**src/pfc_pkg.sv**
```systemverilog
// ----------------------------------------------------------------------------
// pfc_pkg
// Shared types, constants and field helpers for the pixel format converter.
// ----------------------------------------------------------------------------
package pfc_pkg;

  localparam int unsigned NUM_CHAN     = 3;
  localparam int unsigned SHIFT_W      = 5;
  localparam int unsigned MAX_W        = 16;
  localparam int unsigned PIX_W        = 32;
  localparam int unsigned BYTE_W       = 8;
  localparam int unsigned QUO_W        = 8;
  localparam int unsigned SCALED_W     = MAX_W + QUO_W;
  localparam int unsigned BPP_W        = 6;
  localparam int unsigned DEPTH_W      = 6;
  localparam int unsigned SHIFTS_W     = SHIFT_W * NUM_CHAN;
  localparam int unsigned MAXES_W      = MAX_W * NUM_CHAN;
  localparam int unsigned CFG_IDX_W    = 3;
  localparam int unsigned CFG_DATA_W   = MAXES_W;
  localparam int unsigned COUNT_W      = 3;

  // compact pixel rule: zrle true colour at 32 bpp with depth 24 or less
  localparam logic [BPP_W-1:0]   COMPACT_BPP   = 6'd32;
  localparam logic [DEPTH_W-1:0] COMPACT_DEPTH = 6'd24;

  localparam logic [BPP_W-1:0]    RST_BPP    = 6'd32;
  localparam logic [DEPTH_W-1:0]  RST_DEPTH  = 6'd24;
  localparam logic [SHIFTS_W-1:0] RST_SHIFTS = 15'd16640;
  localparam logic [MAXES_W-1:0]  RST_MAXES  = 48'd1095233372415;

  typedef enum logic [CFG_IDX_W-1:0] {
    CFG_IN_BPP     = 3'd0,
    CFG_IN_DEPTH   = 3'd1,
    CFG_IN_ZRLE    = 3'd2,
    CFG_IN_SHIFTS  = 3'd3,
    CFG_IN_MAXES   = 3'd4,
    CFG_OUT_SHIFTS = 3'd5,
    CFG_OUT_MAXES  = 3'd6
  } cfg_idx_t;

  typedef struct packed {
    logic [BPP_W-1:0]    in_bpp;
    logic [DEPTH_W-1:0]  in_depth;
    logic                in_zrle;
    logic [SHIFTS_W-1:0] in_shifts;
    logic [MAXES_W-1:0]  in_maxes;
    logic [SHIFTS_W-1:0] out_shifts;
    logic [MAXES_W-1:0]  out_maxes;
  } cfg_t;

  // one gathered pixel, or a buffer that ended mid-pixel
  typedef struct packed {
    logic [PIX_W-1:0] pixel;
    logic             overflow;
  } q_item_t;

  typedef struct packed {
    logic    valid;
    q_item_t item;
  } q_wr_t;

  typedef enum logic [1:0] {
    CV_IDLE,
    CV_DIV,
    CV_DONE
  } cv_state_t;

  // red sits in the highest field
  function automatic logic [SHIFT_W-1:0] field_shift(logic [SHIFTS_W-1:0] shifts,
                                                     int unsigned chan);
    return shifts[SHIFT_W*(NUM_CHAN-1-chan) +: SHIFT_W];
  endfunction

  function automatic logic [MAX_W-1:0] field_max(logic [MAXES_W-1:0] maxes,
                                                 int unsigned chan);
    return maxes[MAX_W*(NUM_CHAN-1-chan) +: MAX_W];
  endfunction

  // bytes per input pixel, clamped to 1..4
  function automatic logic [COUNT_W-1:0] pixel_size(cfg_t cfg);
    logic [COUNT_W-1:0] n;
    n = cfg.in_bpp[BPP_W-1:3];
    if (cfg.in_zrle && cfg.in_bpp == COMPACT_BPP && cfg.in_depth <= COMPACT_DEPTH) begin
      return 3'd3;
    end
    if (n == 3'd0) begin
      return 3'd1;
    end
    if (n > 3'd4) begin
      return 3'd4;
    end
    return n;
  endfunction

endpackage

```
**src/pfc_if.sv**
```systemverilog
// ----------------------------------------------------------------------------
// pfc channel interfaces
// Valid/ready channels for input bytes, converted pixels and register writes.
// ----------------------------------------------------------------------------
interface pfc_in_if;
  logic                        valid;
  logic                        ready;
  logic [pfc_pkg::BYTE_W-1:0]  data_byte;
  logic                        last_byte;

  modport source (output valid, output data_byte, output last_byte, input ready);
  modport sink   (input valid, input data_byte, input last_byte, output ready);
endinterface

interface pfc_out_if;
  logic                       valid;
  logic                       ready;
  logic [pfc_pkg::PIX_W-1:0]  out_pixel;
  logic                       overflow;

  modport source (output valid, output out_pixel, output overflow, input ready);
  modport sink   (input valid, input out_pixel, input overflow, output ready);
endinterface

interface pfc_cfg_if;
  logic                            valid;
  logic                            ready;
  logic [pfc_pkg::CFG_IDX_W-1:0]   index;
  logic [pfc_pkg::CFG_DATA_W-1:0]  data;

  modport source (output valid, output index, output data, input ready);
  modport sink   (input valid, input index, input data, output ready);
endinterface

```
**src/pfc_regs.sv**
```systemverilog
// ----------------------------------------------------------------------------
// pfc_regs
// Configuration register file, written through the config channel.
// ----------------------------------------------------------------------------
module pfc_regs (
  input  logic            clk,
  input  logic            rst,
  pfc_cfg_if.sink         cfg_ch,
  output pfc_pkg::cfg_t   cfg
);

  assign cfg_ch.ready = 1'b1;

  always_ff @(posedge clk) begin
    if (rst) begin
      cfg.in_bpp     <= pfc_pkg::RST_BPP;
      cfg.in_depth   <= pfc_pkg::RST_DEPTH;
      cfg.in_zrle    <= 1'b0;
      cfg.in_shifts  <= pfc_pkg::RST_SHIFTS;
      cfg.in_maxes   <= pfc_pkg::RST_MAXES;
      cfg.out_shifts <= pfc_pkg::RST_SHIFTS;
      cfg.out_maxes  <= pfc_pkg::RST_MAXES;
    end else if (cfg_ch.valid && cfg_ch.ready) begin
      unique case (pfc_pkg::cfg_idx_t'(cfg_ch.index))
        pfc_pkg::CFG_IN_BPP:     cfg.in_bpp     <= cfg_ch.data[pfc_pkg::BPP_W-1:0];
        pfc_pkg::CFG_IN_DEPTH:   cfg.in_depth   <= cfg_ch.data[pfc_pkg::DEPTH_W-1:0];
        pfc_pkg::CFG_IN_ZRLE:    cfg.in_zrle    <= cfg_ch.data[0];
        pfc_pkg::CFG_IN_SHIFTS:  cfg.in_shifts  <= cfg_ch.data[pfc_pkg::SHIFTS_W-1:0];
        pfc_pkg::CFG_IN_MAXES:   cfg.in_maxes   <= cfg_ch.data[pfc_pkg::MAXES_W-1:0];
        pfc_pkg::CFG_OUT_SHIFTS: cfg.out_shifts <= cfg_ch.data[pfc_pkg::SHIFTS_W-1:0];
        pfc_pkg::CFG_OUT_MAXES:  cfg.out_maxes  <= cfg_ch.data[pfc_pkg::MAXES_W-1:0];
        default: begin
        end
      endcase
    end
  end

endmodule

```
**src/pfc_gather.sv**
```systemverilog
// ----------------------------------------------------------------------------
// pfc_gather
// Front end: gathers bytes big-endian into pixels and flags short buffers.
// ----------------------------------------------------------------------------
module pfc_gather (
  input  logic            clk,
  input  logic            rst,
  input  pfc_pkg::cfg_t   cfg,
  pfc_in_if.sink          in_ch,
  input  logic            q_full,
  output pfc_pkg::q_wr_t  q_wr
);

  logic [pfc_pkg::PIX_W-1:0]   acc;
  logic [pfc_pkg::PIX_W-1:0]   acc_next;
  logic [pfc_pkg::COUNT_W-1:0] count;
  logic [pfc_pkg::COUNT_W-1:0] count_next;
  logic                        accept;
  logic                        complete;

  assign in_ch.ready = !q_full;
  assign accept      = in_ch.valid && in_ch.ready;

  always_comb begin
    acc_next   = {acc[pfc_pkg::PIX_W-pfc_pkg::BYTE_W-1:0], in_ch.data_byte};
    count_next = count + 3'd1;
    // a size change while mid-pixel takes effect at once
    complete   = count_next >= pfc_pkg::pixel_size(cfg);
    q_wr.valid         = accept && (complete || in_ch.last_byte);
    q_wr.item.pixel    = complete ? acc_next : '0;
    q_wr.item.overflow = !complete;
  end

  always_ff @(posedge clk) begin
    if (rst) begin
      acc   <= '0;
      count <= '0;
    end else if (accept) begin
      if (complete || in_ch.last_byte) begin
        acc   <= '0;
        count <= '0;
      end else begin
        acc   <= acc_next;
        count <= count_next;
      end
    end
  end

endmodule

```
**src/pfc_queue.sv**
```systemverilog
// ----------------------------------------------------------------------------
// pfc_queue
// Short first-in first-out queue between the gatherer and the converter.
// ----------------------------------------------------------------------------
module pfc_queue #(
  parameter  int unsigned DEPTH = 2,
  localparam int unsigned PTR_W = $clog2(DEPTH),
  localparam int unsigned CNT_W = $clog2(DEPTH + 1)
) (
  input  logic              clk,
  input  logic              rst,
  input  pfc_pkg::q_wr_t    q_wr,
  input  logic              pop,
  output pfc_pkg::q_item_t  head,
  output logic              full,
  output logic              empty,
  output logic [CNT_W-1:0]  count
);

  pfc_pkg::q_item_t  mem [DEPTH];
  logic [PTR_W-1:0]  wr_ptr;
  logic [PTR_W-1:0]  rd_ptr;

  assign full  = count == CNT_W'(DEPTH);
  assign empty = count == '0;
  assign head  = mem[rd_ptr];

  always_ff @(posedge clk) begin
    if (q_wr.valid) begin
      mem[wr_ptr] <= q_wr.item;
    end
  end

  always_ff @(posedge clk) begin
    if (rst) begin
      wr_ptr <= '0;
      rd_ptr <= '0;
      count  <= '0;
    end else begin
      if (q_wr.valid) begin
        wr_ptr <= (wr_ptr == PTR_W'(DEPTH - 1)) ? '0 : wr_ptr + 1'b1;
      end
      if (pop) begin
        rd_ptr <= (rd_ptr == PTR_W'(DEPTH - 1)) ? '0 : rd_ptr + 1'b1;
      end
      unique case ({q_wr.valid, pop})
        2'b10:   count <= count + 1'b1;
        2'b01:   count <= count - 1'b1;
        default: count <= count;
      endcase
    end
  end

endmodule

```
**src/pfc_convert.sv**
```systemverilog
// ----------------------------------------------------------------------------
// pfc_convert
// Back end: scales each channel with a restoring divider, packs the result.
// ----------------------------------------------------------------------------
module pfc_convert (
  input  logic              clk,
  input  logic              rst,
  input  pfc_pkg::cfg_t     cfg,
  input  pfc_pkg::q_item_t  head,
  input  logic              q_empty,
  output logic              pop,
  pfc_out_if.source         out_ch
);

  localparam int unsigned NC   = pfc_pkg::NUM_CHAN;
  localparam int unsigned MW   = pfc_pkg::MAX_W;
  localparam int unsigned QW   = pfc_pkg::QUO_W;
  localparam int unsigned PW   = pfc_pkg::PIX_W;
  localparam int unsigned STEP_W = $clog2(QW);

  pfc_pkg::cv_state_t  state;
  pfc_pkg::cv_state_t  state_next;
  logic                load_out;
  logic [STEP_W-1:0]   step;
  logic                ovf;

  logic [MW-1:0]                 rem     [NC];
  logic [QW-1:0]                 num_lo  [NC];
  logic [QW-1:0]                 quo     [NC];
  logic [MW-1:0]                 dvs     [NC];
  logic [MW-1:0]                 imax    [NC];
  logic [pfc_pkg::SCALED_W-1:0]  scaled  [NC];
  logic [MW:0]                   shifted [NC];
  logic                          ge      [NC];
  logic [MW:0]                   diff    [NC];
  logic [PW-1:0]                 pix_sh  [NC];
  logic [MW-1:0]                 masked  [NC];
  logic [PW-1:0]                 result;

  logic              out_valid;
  logic [PW-1:0]     out_pixel;
  logic              out_ovf;

  assign out_ch.valid     = out_valid;
  assign out_ch.out_pixel = out_pixel;
  assign out_ch.overflow  = out_ovf;

  // channel datapath: v*255 formed as (v << 8) - v, then one quotient bit a step
  always_comb begin
    result = '0;
    for (int unsigned c = 0; c < NC; c++) begin
      imax[c]    = pfc_pkg::field_max(cfg.in_maxes, c);
      pix_sh[c]  = head.pixel >> pfc_pkg::field_shift(cfg.in_shifts, c);
      scaled[c]  = {pix_sh[c][MW-1:0] & imax[c], {QW{1'b0}}}
                   - {{QW{1'b0}}, pix_sh[c][MW-1:0] & imax[c]};
      shifted[c] = {rem[c], num_lo[c][QW-1]};
      ge[c]      = shifted[c] >= {1'b0, dvs[c]};
      diff[c]    = shifted[c] - {1'b0, dvs[c]};
      // zero max scales to zero
      masked[c]  = (dvs[c] == '0) ? '0
                   : ({{(MW-QW){1'b0}}, quo[c]} & pfc_pkg::field_max(cfg.out_maxes, c));
      result     = result
                   | (PW'(masked[c]) << pfc_pkg::field_shift(cfg.out_shifts, c));
    end
  end

  always_ff @(posedge clk) begin
    if (rst) begin
      state <= pfc_pkg::CV_IDLE;
    end else begin
      state <= state_next;
    end
  end

  always_comb begin
    state_next = state;
    pop        = 1'b0;
    load_out   = 1'b0;
    unique case (state)
      pfc_pkg::CV_IDLE: begin
        if (!q_empty) begin
          pop        = 1'b1;
          state_next = pfc_pkg::CV_DIV;
        end
      end
      pfc_pkg::CV_DIV: begin
        if (step == STEP_W'(QW - 1)) begin
          state_next = pfc_pkg::CV_DONE;
        end
      end
      pfc_pkg::CV_DONE: begin
        if (!out_valid || out_ch.ready) begin
          load_out   = 1'b1;
          state_next = pfc_pkg::CV_IDLE;
        end
      end
      default: state_next = pfc_pkg::CV_IDLE;
    endcase
  end

  always_ff @(posedge clk) begin
    if (pop) begin
      step <= '0;
      ovf  <= head.overflow;
      for (int unsigned c = 0; c < NC; c++) begin
        rem[c]    <= scaled[c][pfc_pkg::SCALED_W-1:QW];
        num_lo[c] <= scaled[c][QW-1:0];
        quo[c]    <= '0;
        dvs[c]    <= imax[c];
      end
    end else if (state == pfc_pkg::CV_DIV) begin
      step <= step + 1'b1;
      for (int unsigned c = 0; c < NC; c++) begin
        rem[c]    <= ge[c] ? diff[c][MW-1:0] : shifted[c][MW-1:0];
        num_lo[c] <= {num_lo[c][QW-2:0], 1'b0};
        quo[c]    <= {quo[c][QW-2:0], ge[c]};
      end
    end
  end

  always_ff @(posedge clk) begin
    if (rst) begin
      out_valid <= 1'b0;
    end else if (load_out) begin
      out_valid <= 1'b1;
    end else if (out_ch.ready) begin
      out_valid <= 1'b0;
    end
  end

  always_ff @(posedge clk) begin
    if (load_out) begin
      out_pixel <= ovf ? '0 : result;
      out_ovf   <= ovf;
    end
  end

endmodule

```
**src/rfb_pixel_format_converter.sv**
```systemverilog
// ----------------------------------------------------------------------------
// rfb_pixel_format_converter
// Converts a byte stream of framebuffer pixels into the output pixel format.
// ----------------------------------------------------------------------------
// Bytes enter on in_ch one per cycle while the pixel queue has room and are
// gathered big-endian into pixels of 1, 2, 3 or 4 bytes; each finished pixel
// (or a buffer that ends mid-pixel, reported as 0 with overflow set) goes into
// a short queue. The converter behind the queue takes one pixel at a time and
// works through it in order: a load, 8 steps of the per-channel restoring
// dividers that compute value*255/max for red, green and blue in parallel, and
// a pack of the channels into the output register once that register is free.
// It pops no new pixel before the last one is packed; bytes of the next pixels
// keep flowing in meanwhile up to the queue depth. The output register holds a
// finished pixel until out_ch takes it while the next pixel is converted.
// Registers are written on cfg_ch (index as listed: bpp, depth, zrle, in shifts,
// in maxes, out shifts, out maxes); write them only while no transaction is
// in flight. A change of pixel size applies at once, even mid-pixel.
// ----------------------------------------------------------------------------
module rfb_pixel_format_converter #(
  parameter int unsigned QUEUE_DEPTH = 2
) (
  input logic         clk,
  input logic         rst,
  pfc_in_if.sink      in_ch,
  pfc_out_if.source   out_ch,
  pfc_cfg_if.sink     cfg_ch
);

  localparam int unsigned CNT_W = $clog2(QUEUE_DEPTH + 1);

  pfc_pkg::cfg_t     cfg;
  pfc_pkg::q_wr_t    q_wr;
  pfc_pkg::q_item_t  q_head;
  logic              q_full;
  logic              q_empty;
  logic              q_pop;
  logic [CNT_W-1:0]  q_count;

  // register file
  pfc_regs u_regs (
    .clk    (clk),
    .rst    (rst),
    .cfg_ch (cfg_ch),
    .cfg    (cfg)
  );

  // front end: byte gathering and end-of-buffer detection
  pfc_gather u_gather (
    .clk    (clk),
    .rst    (rst),
    .cfg    (cfg),
    .in_ch  (in_ch),
    .q_full (q_full),
    .q_wr   (q_wr)
  );

  // decouples the gatherer from the dividers
  pfc_queue #(
    .DEPTH (QUEUE_DEPTH)
  ) u_queue (
    .clk   (clk),
    .rst   (rst),
    .q_wr  (q_wr),
    .pop   (q_pop),
    .head  (q_head),
    .full  (q_full),
    .empty (q_empty),
    .count (q_count)
  );

  // back end: channel scaling and output packing
  pfc_convert u_convert (
    .clk     (clk),
    .rst     (rst),
    .cfg     (cfg),
    .head    (q_head),
    .q_empty (q_empty),
    .pop     (q_pop),
    .out_ch  (out_ch)
  );

`ifndef SYNTH
  // an overflow transaction always carries a zero pixel
  a_ovf_zero: assert property (@(posedge clk) disable iff (rst)
    out_ch.valid && out_ch.overflow |-> out_ch.out_pixel == '0)
    else $error("overflow transaction with nonzero pixel");

  // no byte taken while the queue cannot hold a pixel
  a_full_stall: assert property (@(posedge clk) disable iff (rst)
    q_full |-> !in_ch.ready)
    else $error("input accepted with queue full");

  // queue occupancy stays in range
  a_q_bound: assert property (@(posedge clk) disable iff (rst)
    q_count <= CNT_W'(QUEUE_DEPTH))
    else $error("queue count beyond depth");

  // never pop an empty queue
  a_no_underflow: assert property (@(posedge clk) disable iff (rst)
    q_pop |-> !q_empty)
    else $error("pop from empty queue");
`endif

endmodule
```
**src/flat_wrapper.sv**
```systemverilog
// flat-port wrapper written by rule: the top's interface ports become plain ports
module rfb_pixel_format_converter_flat 
#(
  parameter int unsigned QUEUE_DEPTH = 2
)
  (clk, rst, in_ch_valid, in_ch_data_byte, in_ch_last_byte, in_ch_ready, out_ch_valid, out_ch_out_pixel, out_ch_overflow, out_ch_ready, cfg_ch_valid, cfg_ch_index, cfg_ch_data, cfg_ch_ready);
  pfc_in_if in_ch_i ();
  pfc_out_if out_ch_i ();
  pfc_cfg_if cfg_ch_i ();
  input logic clk;
  input logic rst;
  input wire logic [$bits(in_ch_i.valid)-1:0] in_ch_valid;
  input wire logic [$bits(in_ch_i.data_byte)-1:0] in_ch_data_byte;
  input wire logic [$bits(in_ch_i.last_byte)-1:0] in_ch_last_byte;
  output wire logic [$bits(in_ch_i.ready)-1:0] in_ch_ready;
  output wire logic [$bits(out_ch_i.valid)-1:0] out_ch_valid;
  output wire logic [$bits(out_ch_i.out_pixel)-1:0] out_ch_out_pixel;
  output wire logic [$bits(out_ch_i.overflow)-1:0] out_ch_overflow;
  input wire logic [$bits(out_ch_i.ready)-1:0] out_ch_ready;
  input wire logic [$bits(cfg_ch_i.valid)-1:0] cfg_ch_valid;
  input wire logic [$bits(cfg_ch_i.index)-1:0] cfg_ch_index;
  input wire logic [$bits(cfg_ch_i.data)-1:0] cfg_ch_data;
  output wire logic [$bits(cfg_ch_i.ready)-1:0] cfg_ch_ready;
  assign in_ch_i.valid = in_ch_valid;
  assign in_ch_i.data_byte = in_ch_data_byte;
  assign in_ch_i.last_byte = in_ch_last_byte;
  assign in_ch_ready = in_ch_i.ready;
  assign out_ch_valid = out_ch_i.valid;
  assign out_ch_out_pixel = out_ch_i.out_pixel;
  assign out_ch_overflow = out_ch_i.overflow;
  assign out_ch_i.ready = out_ch_ready;
  assign cfg_ch_i.valid = cfg_ch_valid;
  assign cfg_ch_i.index = cfg_ch_index;
  assign cfg_ch_i.data = cfg_ch_data;
  assign cfg_ch_ready = cfg_ch_i.ready;
  rfb_pixel_format_converter #(.QUEUE_DEPTH(QUEUE_DEPTH)) u_core (.clk(clk), .rst(rst), .in_ch(in_ch_i), .out_ch(out_ch_i), .cfg_ch(cfg_ch_i));
endmodule
```
**config.mk**
```make
export PLATFORM = sky130hd
export DESIGN_NAME = rfb_pixel_format_converter_flat
export DESIGN_NICKNAME = d
export VERILOG_FILES = /design/src/pfc_pkg.sv /design/src/pfc_if.sv /design/src/pfc_regs.sv /design/src/pfc_gather.sv /design/src/pfc_queue.sv /design/src/pfc_convert.sv /design/src/rfb_pixel_format_converter.sv /design/src/flat_wrapper.sv
export SDC_FILE = /design/constraint.sdc
export NUM_CORES = 1
export LEC_CHECK = 0
export BUFFER_PORTS_ARGS = -buffer_cell sky130_fd_sc_hd__clkbuf_2
export CAP_MARGIN = 20
export CORE_UTILIZATION = 25
export CTS_BUF_LIST = sky130_fd_sc_hd__clkbuf_16
export DETAILED_ROUTE_END_ITERATION = 10
export PLACE_DENSITY = 0.5
export SYNTH_ARGS = -nofsm -noshare
export SYNTH_HDL_FRONTEND = slang
export SYNTH_SLANG_ARGS = --single-unit
```
**constraint.sdc**
```tcl
create_clock -name clk -period 9.7 [get_ports clk]
set_input_delay 1.94 -clock clk [delete_from_list [all_inputs] [get_ports clk]]
set_output_delay 1.94 -clock clk [all_outputs]
set_load 0.05 [all_outputs]
```
==> results.md, run 1 <==
Logic synthesis:
- The combinational family with the most area after synthesis is simple AND/OR/NAND/NOR gates.
- The primary flip-flop cell chosen by synthesis mapping is sky130_fd_sc_hd__edfxtp_1.
- Sorting the synthesized cells by area gives the leading types as sky130_fd_sc_hd__edfxtp_1, sky130_fd_sc_hd__dfxtp_1, sky130_fd_sc_hd__mux4_2, sky130_fd_sc_hd__nand2_1, sky130_fd_sc_hd__mux2i_1.
- In this run, synthesis produced a sequential element count of 397.
- After synthesis, the largest area contributor takes up 26.16% of total cell area.
- The parity-gate share of the synthesized area counting xor and xnor cells is 2.939%.
- When the netlist entered floorplanning its net count stood at 3087.
- Synthesis produced 2939 cells.
- During synthesis, Yosys emitted a total of 0 warnings.
- The sequential element share of the synthesized area is 37.09%.
- The fraction of the mapped netlist area in compound gates is 15.20%.
- The number of flops mapped to enable cells by yosys is 244.
- Counting flops with an async set or reset pin after synthesis yields a share of 0%.
- The area share of and/or/nand/nor cells after synthesis is 18.63%.
- The number of unique standard cell types used by synthesis is 97.
- The largest area contributor in the synthesized netlist is sky130_fd_sc_hd__edfxtp_1.
- The mean cell area of the mapped netlist is 9.531 µm².
- The multiplexer fraction of the synthesized cell area is 17.51%.
- After Yosys synthesis, full adders, half adders and majority gates account for 3.823% of the synthesized area.
- The post-synthesis instance area is 28010 µm².

STA:
- The count of endpoints failing hold in the final timing report is 0.
- Subtracting the final worst setup slack from the clock period gives 5.811 ns.
- The slew at the pin closest to its max-slew limit is 1.085 ns.
- The summed negative setup slack over all endpoints is 0 ns.
- The slack of the critical path is 3.889 ns.
- Setup repair after global routing left no endpoint under its margin.
- Setup violations remaining at the end of the flow were counted as 0.
- The fmax is 0.1721 GHz.
- The count of pins over their slew limit is 0.
- The ratio of final minimum period to clock period is 59.91%.
- The worst slew margin relative to its limit is 27.00%.
- The worst clock skew is 0.03559 ns.

Finish:
- The number of antenna repair diodes is 0.
- After filler insertion, the fill cell instance count of the layout stands at 11850.
- The share of post-route cells with drive strength above 1 is 14.81%.
- The finished cells cover 31420 µm².
- Summing all flip-flop and latch instances after layout gives 10390 µm².
- The total area of multi-input combinational cells is 16330 µm².
- The area overhead of the layout relative to synthesis is 12.15%.
- In the final design database the tool counted 3079 nets.

Pwr:
- The worst-case IR drop observed on VDD is 0.2718 mV.
- Dividing total power by cell area gives a power density of 265.0 nW/µm².
- The sum of internal, switching and leakage power is 8326 µW.
- The leakage power of the design is 0.01150 µW.

Global routing:
- For this run the aggregate overflow at the end of global routing stands at 0.
- The number of antenna violations at the first check in global routing was 2.
- The number of global-route vias before repair is 22090.
- The global router's overall resource usage is 16.43%.
- The pin count of the biggest net entering global routing is 83.
- The wire length of the first global-routing pass is 143.1 mm.

Setup path:
- The number of cells on the worst reg-to-reg path is 18.
- On the worst path, the slowest cell contributes a delay of 0.72 ns.
- The slack of the worst reg-to-reg path is 3.89 ns.
- The critical path endpoint category is a register.
- The critical path launch point type is a register.
- The category of the most critical setup path is register to register.
- The data arrival time of the critical path is 6.14 ns.
- Among all stages on the critical path, the largest delay is contributed by sky130_fd_sc_hd__mux4_1.
- The worst flop-to-flop path endpoint is u_core.u_convert.rem[0][30].
- The critical path required time is 10.03 ns.
- The critical path goes through buf_12 > mux4_1 > mux2i_1 > mux4_2 > nor2_1 > a31oi_1 > inv_1 > ha_1 > a21oi_1 > inv_1 > a31oi_1 > o21bai_1 > a21o_1 > nand2b_1 > o2111a_2 > a311oi_1 > xor2_1 > mux2i_1.
- The endpoint of the most critical setup path is u_core.u_convert.rem[0][30].
- The biggest fanout along the worst timing path is 82.

Clocking:
- Post-CTS timing repair inserted 0 buffers for setup.
- TritonCTS built the clock tree.
- In this run, post-CTS repair resized a total of 0 instances.
- The maximum root-to-sink buffer count is 3.
- The number of hold buffers added after CTS was 0.
- The root buffer cell is sky130_fd_sc_hd__clkbuf_16.
- The clock sink total is 397.
- The insertion delay of the later-clocked pin in the worst-skew pair is 0.62 ns.
- The H-tree generated during clock tree synthesis spans 2 levels.
- The number of buffers added by the clock tree synthesis step is 48.
- Clock-pin slew was measured on the worst setup and hold paths at 0.06 ns.

Drt:
- The via count is 23260.
- The routed via count divided by cell count is 5.215.
- For this block, the routed nets add up to 94.44 mm of wire.
- In this run, the number of DRC markers left after iteration 0 of detailed routing was 2441.
- The length of the first detailed-routing pass in iterations is 6.
- In the final routed layout, each cell accounts on average for 21.18 µm.
- The detail route stage leaves a number of antenna-violating nets equal to 0.
- For this run, design rule violations remaining after detail routing come to 0.

Status:
- The run finished with clean final reports.

Floorplanning:
- Row generation in the floorplan step produced 122 rows.
- The die is 336.7 µm tall.
- The area inside the core boundary is 110800 µm².
- For this configuration, the core starts out at a cell density of 25.28%.
- Pin placement for this block handled 101 I/O pins.
- The area enclosed by the die boundary is 113400 µm².
- From left edge to right edge, the die measures 336.7 µm.

Min path:
- The path class of the tightest hold or removal check is register to register.
- The worst min-delay path startpoint is u_core.u_regs.cfg[68].

Placement:
- Prior to clock tree synthesis, the placed netlist has a worst setup slack of 3.872 ns.
- The area of placed instances is 29750 µm².
- The placer's final routability congestion estimate is 0.9108.
- The wire-length estimate of the detail-placed layout is 70.36 mm.
- The number of buffers inserted by port buffering is 99.

Run:
- Max-cap violations in this run came to 0.
through the flow:
step                      hold slack [ns]  utilization, %  std cells
after global placement             0.4133           26.84       4366
after CTS                          0.4279           28.30       4456
final                              0.4318           28.35       4459
after floorplan                    0.4082               -       2939
after detailed placement           0.4127           26.84       4366
after global routing               0.4410           28.35       4459
placed cells by master (no fill, tap or decap), types with 26 or more instances in the layout:
master | netlist | routed
sky130_fd_sc_hd__ha_1 | 80 | 80
sky130_fd_sc_hd__xor2_1 | 39 | 39
sky130_fd_sc_hd__xnor2_1 | 55 | 55
sky130_fd_sc_hd__mux4_2 | 130 | 130
sky130_fd_sc_hd__mux2_2 | 52 | 52
sky130_fd_sc_hd__a211o_1 | 36 | 36
sky130_fd_sc_hd__o21ai_0 | 116 | 116
sky130_fd_sc_hd__nor4_1 | 29 | 29
sky130_fd_sc_hd__clkbuf_2 | 1 | 99
sky130_fd_sc_hd__clkbuf_16 | 0 | 48
sky130_fd_sc_hd__buf_4 | 7 | 26
sky130_fd_sc_hd__and2_1 | 79 | 79
sky130_fd_sc_hd__edfxtp_1 | 244 | 244
sky130_fd_sc_hd__nor2b_1 | 55 | 53
sky130_fd_sc_hd__a31oi_1 | 38 | 38
sky130_fd_sc_hd__nor2_1 | 212 | 210
sky130_fd_sc_hd__dfxtp_1 | 153 | 152
sky130_fd_sc_hd__a21oi_1 | 202 | 202
sky130_fd_sc_hd__nand2b_1 | 30 | 28
sky130_fd_sc_hd__nor3_1 | 54 | 52
sky130_fd_sc_hd__nand3b_1 | 31 | 31
sky130_fd_sc_hd__nand3_1 | 55 | 55
sky130_fd_sc_hd__mux2i_1 | 102 | 102
sky130_fd_sc_hd__inv_1 | 111 | 120
sky130_fd_sc_hd__o211ai_1 | 33 | 33
sky130_fd_sc_hd__nand2_1 | 476 | 476
state kept, by name, indices dropped and copies added (netlist names), 3 cells and up, named ones only:
name / count
u_core.u_regs.cfg: 115
u_core.u_queue.mem: 66
u_core.u_convert.dvs: 48
u_core.u_convert.rem: 48
u_core.u_convert.out_ch.out_pixel: 32
u_core.u_convert.num_lo: 24
u_core.u_convert.quo: 24
u_core.u_gather.acc: 24
u_core.u_convert.step: 3
u_core.u_gather.count: 3
synthesized netlist by cell type, types with 25 or more instances:
library cell,number
sky130_fd_sc_hd__nor2b_1,55
sky130_fd_sc_hd__and2_1,79
sky130_fd_sc_hd__a21o_1,25
sky130_fd_sc_hd__nor2_1,212
sky130_fd_sc_hd__o21ai_0,116
sky130_fd_sc_hd__mux4_2,130
sky130_fd_sc_hd__nand2_1,476
sky130_fd_sc_hd__edfxtp_1,244
sky130_fd_sc_hd__nor4_1,29
sky130_fd_sc_hd__o211ai_1,33
sky130_fd_sc_hd__a211o_1,36
sky130_fd_sc_hd__nand3_1,55
sky130_fd_sc_hd__inv_1,111
sky130_fd_sc_hd__a31oi_1,38
sky130_fd_sc_hd__nand3b_1,31
sky130_fd_sc_hd__nor3_1,54
sky130_fd_sc_hd__a21oi_1,202
sky130_fd_sc_hd__mux2_2,52
sky130_fd_sc_hd__ha_1,80
sky130_fd_sc_hd__nand2b_1,30
sky130_fd_sc_hd__a211oi_1,25
sky130_fd_sc_hd__clkbuf_1,135
sky130_fd_sc_hd__xor2_1,39
sky130_fd_sc_hd__dfxtp_1,153
sky130_fd_sc_hd__xnor2_1,55
sky130_fd_sc_hd__mux2i_1,102
kinds of logic after synthesis:
| logic type | after synthesis |
|---|---|
| buf+inv | 309 |
| xor+xnor | 94 |
| fa+ha+maj | 84 |
| compound gates | 649 |
| flops | 397 |
| simple gates | 1106 |
| other cells | 1 |
| mux | 299 |
power breakdown:
part           internal (µW)  leakage, µW  switching (µW)
Sequential              2340      0.00352             257
Combinational           1550      0.00716            2330
Clock                   1070     0.000820             775
Total                   4960       0.0115            3360
cell type report:
cell class / instances / share of cell area, %
Multi-Input combinational cell: 2233 / 51.97
Sequential cell: 397 / 33.09
Tap cell: 1488 / 5.926
Clock buffer: 48 / 3.823
Timing Repair Buffer: 128 / 2.414
Inverter: 123 / 1.470
Clock inverter: 42 / 1.314
per-layer routing:
metal,GRT usage [%],part of all wire [%]
met1,23.53,46
met2,25.25,44
met3,2.663,6.8
met4,4.778,2.9
met5,0,0.014
worst min path at each step:
stage          cells after the start  slack, ns                          end
2_1_floorplan                      0       0.41  u_core.u_convert.dvs[0][17]
6_report                           0       0.43  u_core.u_convert.dvs[0][37]
3_5_place_dp                       0       0.41  u_core.u_convert.dvs[0][37]
4_1_cts                            0       0.43  u_core.u_convert.dvs[0][37]
5_1_grt                            0       0.44  u_core.u_convert.dvs[0][17]
3_3_place_gp                       0       0.41  u_core.u_convert.dvs[0][37]
worst max-delay path: cells and delay by family (launching register included):
kind            cells  cell delay, ns
compound gates      7            1.95
xor+xnor            1            0.22
fa+ha+maj           1            0.40
buf+inv             3            0.73
flops               1            0.71
mux                 4            1.31
simple gates        2            0.22
Power figures use the tool's default switching activity.
==> run 2: changes to the inputs <==
--- a/config.mk
+++ b/config.mk
@@ -10,7 +10,7 @@
 export CORE_UTILIZATION = 25
 export CTS_BUF_LIST = sky130_fd_sc_hd__clkbuf_16
 export DETAILED_ROUTE_END_ITERATION = 10
-export PLACE_DENSITY = 0.5
+export PLACE_DENSITY = 0.51
 export SYNTH_ARGS = -nofsm -noshare
 export SYNTH_HDL_FRONTEND = slang
 export SYNTH_SLANG_ARGS = --single-unit
==> constraint.sdc (replaced) <==
create_clock -name clk -period 5.2 [get_ports clk]
set_input_delay 1.04 -clock clk [delete_from_list [all_inputs] [get_ports clk]]
set_output_delay 1.04 -clock clk [all_outputs]
set_load 0.05 [all_outputs]
==> results.md, run 2 (synthesis results as in run 1) <==
Floorplanning:
- The starting density of the core is 25.28%.
- The region available for standard cell placement spans 110800 µm².
- The die covers 113400 µm².
- The chip height is 336.7 µm.
- The number of top-level design ports is 101.
- From left edge to right edge, the die measures 336.7 µm.
- The floorplan row count is 122.

STA:
- Clock skew on the completed layout was measured at 0.04305 ns.
- The count of pins over their slew limit is 0.
- In this run the tightest slew margin relative to its limit is 27.13%.
- The final critical path takes up 95.83% of the cycle.
- For this run, the top clock speed supported by timing is 0.2007 GHz.
- Setup violations remaining at the end of the flow were counted as 0.
- The count of endpoints failing hold in the final timing report is 0.
- Setup repair after global routing left no endpoint under its margin.
- The slew at the pin closest to its max-slew limit is 1.093 ns.
- The minimum clock period after layout is 4.983 ns.
- The summed negative setup slack over all endpoints is 0 ns.

Pwr:
- The internal power of the cells totals 9361 µW.
- The net switching power is 6295 µW.
- The total power density per cell area is 491.9 nW/µm².
- Combinational logic burns 47.1% of the power.
- Net switching is 40.21% of the power.
- The clock network burns 22.1% of the power.
- The share of total power dissipated in sequential elements is 30.8%.
- The analysis attributes to cell leakage a power of 0.01175 µW.
- The worst ir drop on vdd is 0.2683 mV.

Clocking:
- The number of buffers added by the clock tree synthesis step is 47.
- The clock transition at the registers of the reported paths is 0.07 ns.
- The quantity of hold-fixing buffers added after cts is 0.
- The clock reaches the later pin of the worst-skew pair after 0.62 ns.
- The tree built by TritonCTS fans out to 397 sinks.
- No sink is reached through more buffers than the 3 on the longest clock path.
- TritonCTS built the clock tree.
- The H-tree depth reported by CTS is 2.
- In this run, post-CTS repair resized a total of 0 instances.
- The post-CTS setup buffer count is 0.
- Clock tree synthesis selected as its root buffer the cell sky130_fd_sc_hd__clkbuf_16.

Drt:
- Using the TritonRoute via totals, the vias-per-cell ratio works out to 5.224.
- After detailed routing, the number of remaining DRC violations is 0.
- The detail route stage leaves a number of antenna-violating nets equal to 0.
- The wire length after detailed routing is 97.27 mm.
- For this run, the detailed router's first-pass iteration total came to 6.
- Dividing the detail-routed wire length by the instance count gives 21.58 µm.
- The routed layout has 23550 vias.
- The first routing iteration left 2337 violations.

Global routing:
- Entering global routing, the biggest net connects 67 pins.
- The first global-routing pass estimated 146.0 mm of wire.
- After global routing the overflow that remains totals 0.
- The number of antenna violations at the first check in global routing is 4.
- The number of global-route vias before repair is 22650.
- The global router's overall resource usage is 16.83%.

Finish:
- Relative to the synthesized area, the layout overhead comes to 13.63%.
- The most common cell after layout, fill and taps aside is sky130_fd_sc_hd__nand2_1.
- The register with the most flip-flops in the layout has 115 of them.
- At the end of the flow, the number of nets in the layout was 3129.
- The share of post-route cells with drive strength above 1 is 16.36%.
- Fill cells in the final layout number 11870.
- The finished layout holds 4508 standard cells, fillers aside.
- In the final layout, the registers with the most flip-flops are u_core.u_regs.cfg (115), u_core.u_queue.mem (66).
- Counting flops per register, the top entry is u_core.u_regs.cfg.
- The library cells used most frequently in the layout, excluding fill and tap cells, are sky130_fd_sc_hd__nand2_1, sky130_fd_sc_hd__edfxtp_1, sky130_fd_sc_hd__nor2_1, sky130_fd_sc_hd__a21oi_1, sky130_fd_sc_hd__dfxtp_1.
- The repair_antennas step left the layout with diodes totalling 0.

Placement:
- The half-perimeter wire length after detailed placement is 72.78 mm.
- The number of buffers inserted by port buffering is 99.
- Routability-driven placement finished with a final weighted congestion of 0.9598.
- After detailed placement, the design holds a cell count of 4417.

Setup path:
- STA puts the critical path data required time at 5.52 ns.
- The critical path is of the register to register type.
- In this run the worst path has a maximum fanout of 21.
- STA classifies the critical path startpoint as a register.
- The data arrival time of the critical path is 5.30 ns.
- The critical path endpoint category is a register.

Run:
- Across the run, the number of max-cap violations was 0.

Min path:
- The tightest min-delay check is of the register to register type.

Status:
- The flow ran to the end, and the final reports show no timing, DRC or antenna violations.
## run 2: changes by cell type in the layout (fill, tap and decap cells not counted), sizes merged
cell and delta:
clkinvlp -3, inv +1, buf +52, clkinv -1
## run 2: final cells by class
cell class                 instances  area (µm²)  area share (%)
clock buffer                      49        1226           3.852
clock inverter                    39       384.1           1.207
inverter                         123       461.7           1.450
multi-input combinational       2233       16340           51.33
sequential                       397       10390           32.65
tap                             1488        1862           5.849
timing repair buffer             179        1165           3.660
## run 2: critical path: stages (launching register included)
cell	delay, ns
sky130_fd_sc_hd__dfxtp_4	0.50
sky130_fd_sc_hd__buf_4	0.38
sky130_fd_sc_hd__mux4_2	0.63
sky130_fd_sc_hd__mux2_2	0.29
sky130_fd_sc_hd__mux2i_1	0.33
sky130_fd_sc_hd__nand2_1	0.10
sky130_fd_sc_hd__and3_1	0.23
sky130_fd_sc_hd__o21ai_0	0.29
sky130_fd_sc_hd__ha_1	0.35
sky130_fd_sc_hd__a21o_1	0.18
sky130_fd_sc_hd__maj3_1	0.36
sky130_fd_sc_hd__a21oi_1	0.21
sky130_fd_sc_hd__nor2b_1	0.07
sky130_fd_sc_hd__a31oi_1	0.31
sky130_fd_sc_hd__nand4_1	0.17
sky130_fd_sc_hd__xnor2_1	0.21
sky130_fd_sc_hd__a21oi_1	0.09
## run 2: worst paths after layout
kind	startpoint	endpoint	slack (ns)	cells past startpoint
max	register	u_core.u_convert.rem[0][27]	0.22	16
min	u_core.u_regs.cfg[80]	u_core.u_convert.dvs[0][17]	0.43	0
min reg2reg	u_core.u_regs.cfg[80]	u_core.u_convert.dvs[0][17]	0.43	0
max reg2reg	register	u_core.u_convert.rem[0][27]	0.22	16
## run 2: per-layer routing
metal / GRT usage [%] / vias to the layer above / share of wire, %
met5: 0 / - / 0.042
met4: 5.706 / 6 / 3.3
met3: 2.870 / 176 / 6.9
met2: 26.62 / 901 / 45
met1: 23.08 / 11490 / 45
li1: - / 10980 / -
## run 2: power by group through the flow
stage	Clock, µW	Sequential (µW)	Combinational [µW]
after global routing	3650	4890	8120
final	3460	4820	7370
after CTS	3560	4810	7370
after detailed placement	0	4870	7330
after floorplan	0	4690	5540
after global placement	0	4870	7320
## run 2: per-stage QoR
step           power, µW  utilization (%)  hold slack [ns]  setup slack [ns]  area (µm²)
2_1_floorplan      10230                -           0.4082            0.1934       28020
3_3_place_gp       12190            27.22           0.4133            0.2474       30160
3_5_place_dp       12200            27.22           0.4147            0.2348       30160
4_1_cts            15740            28.67           0.4244            0.2423       31770
5_1_grt            16660            28.72           0.4418         0.0003566       31830
6_report           15660            28.72           0.4253            0.2170       31830
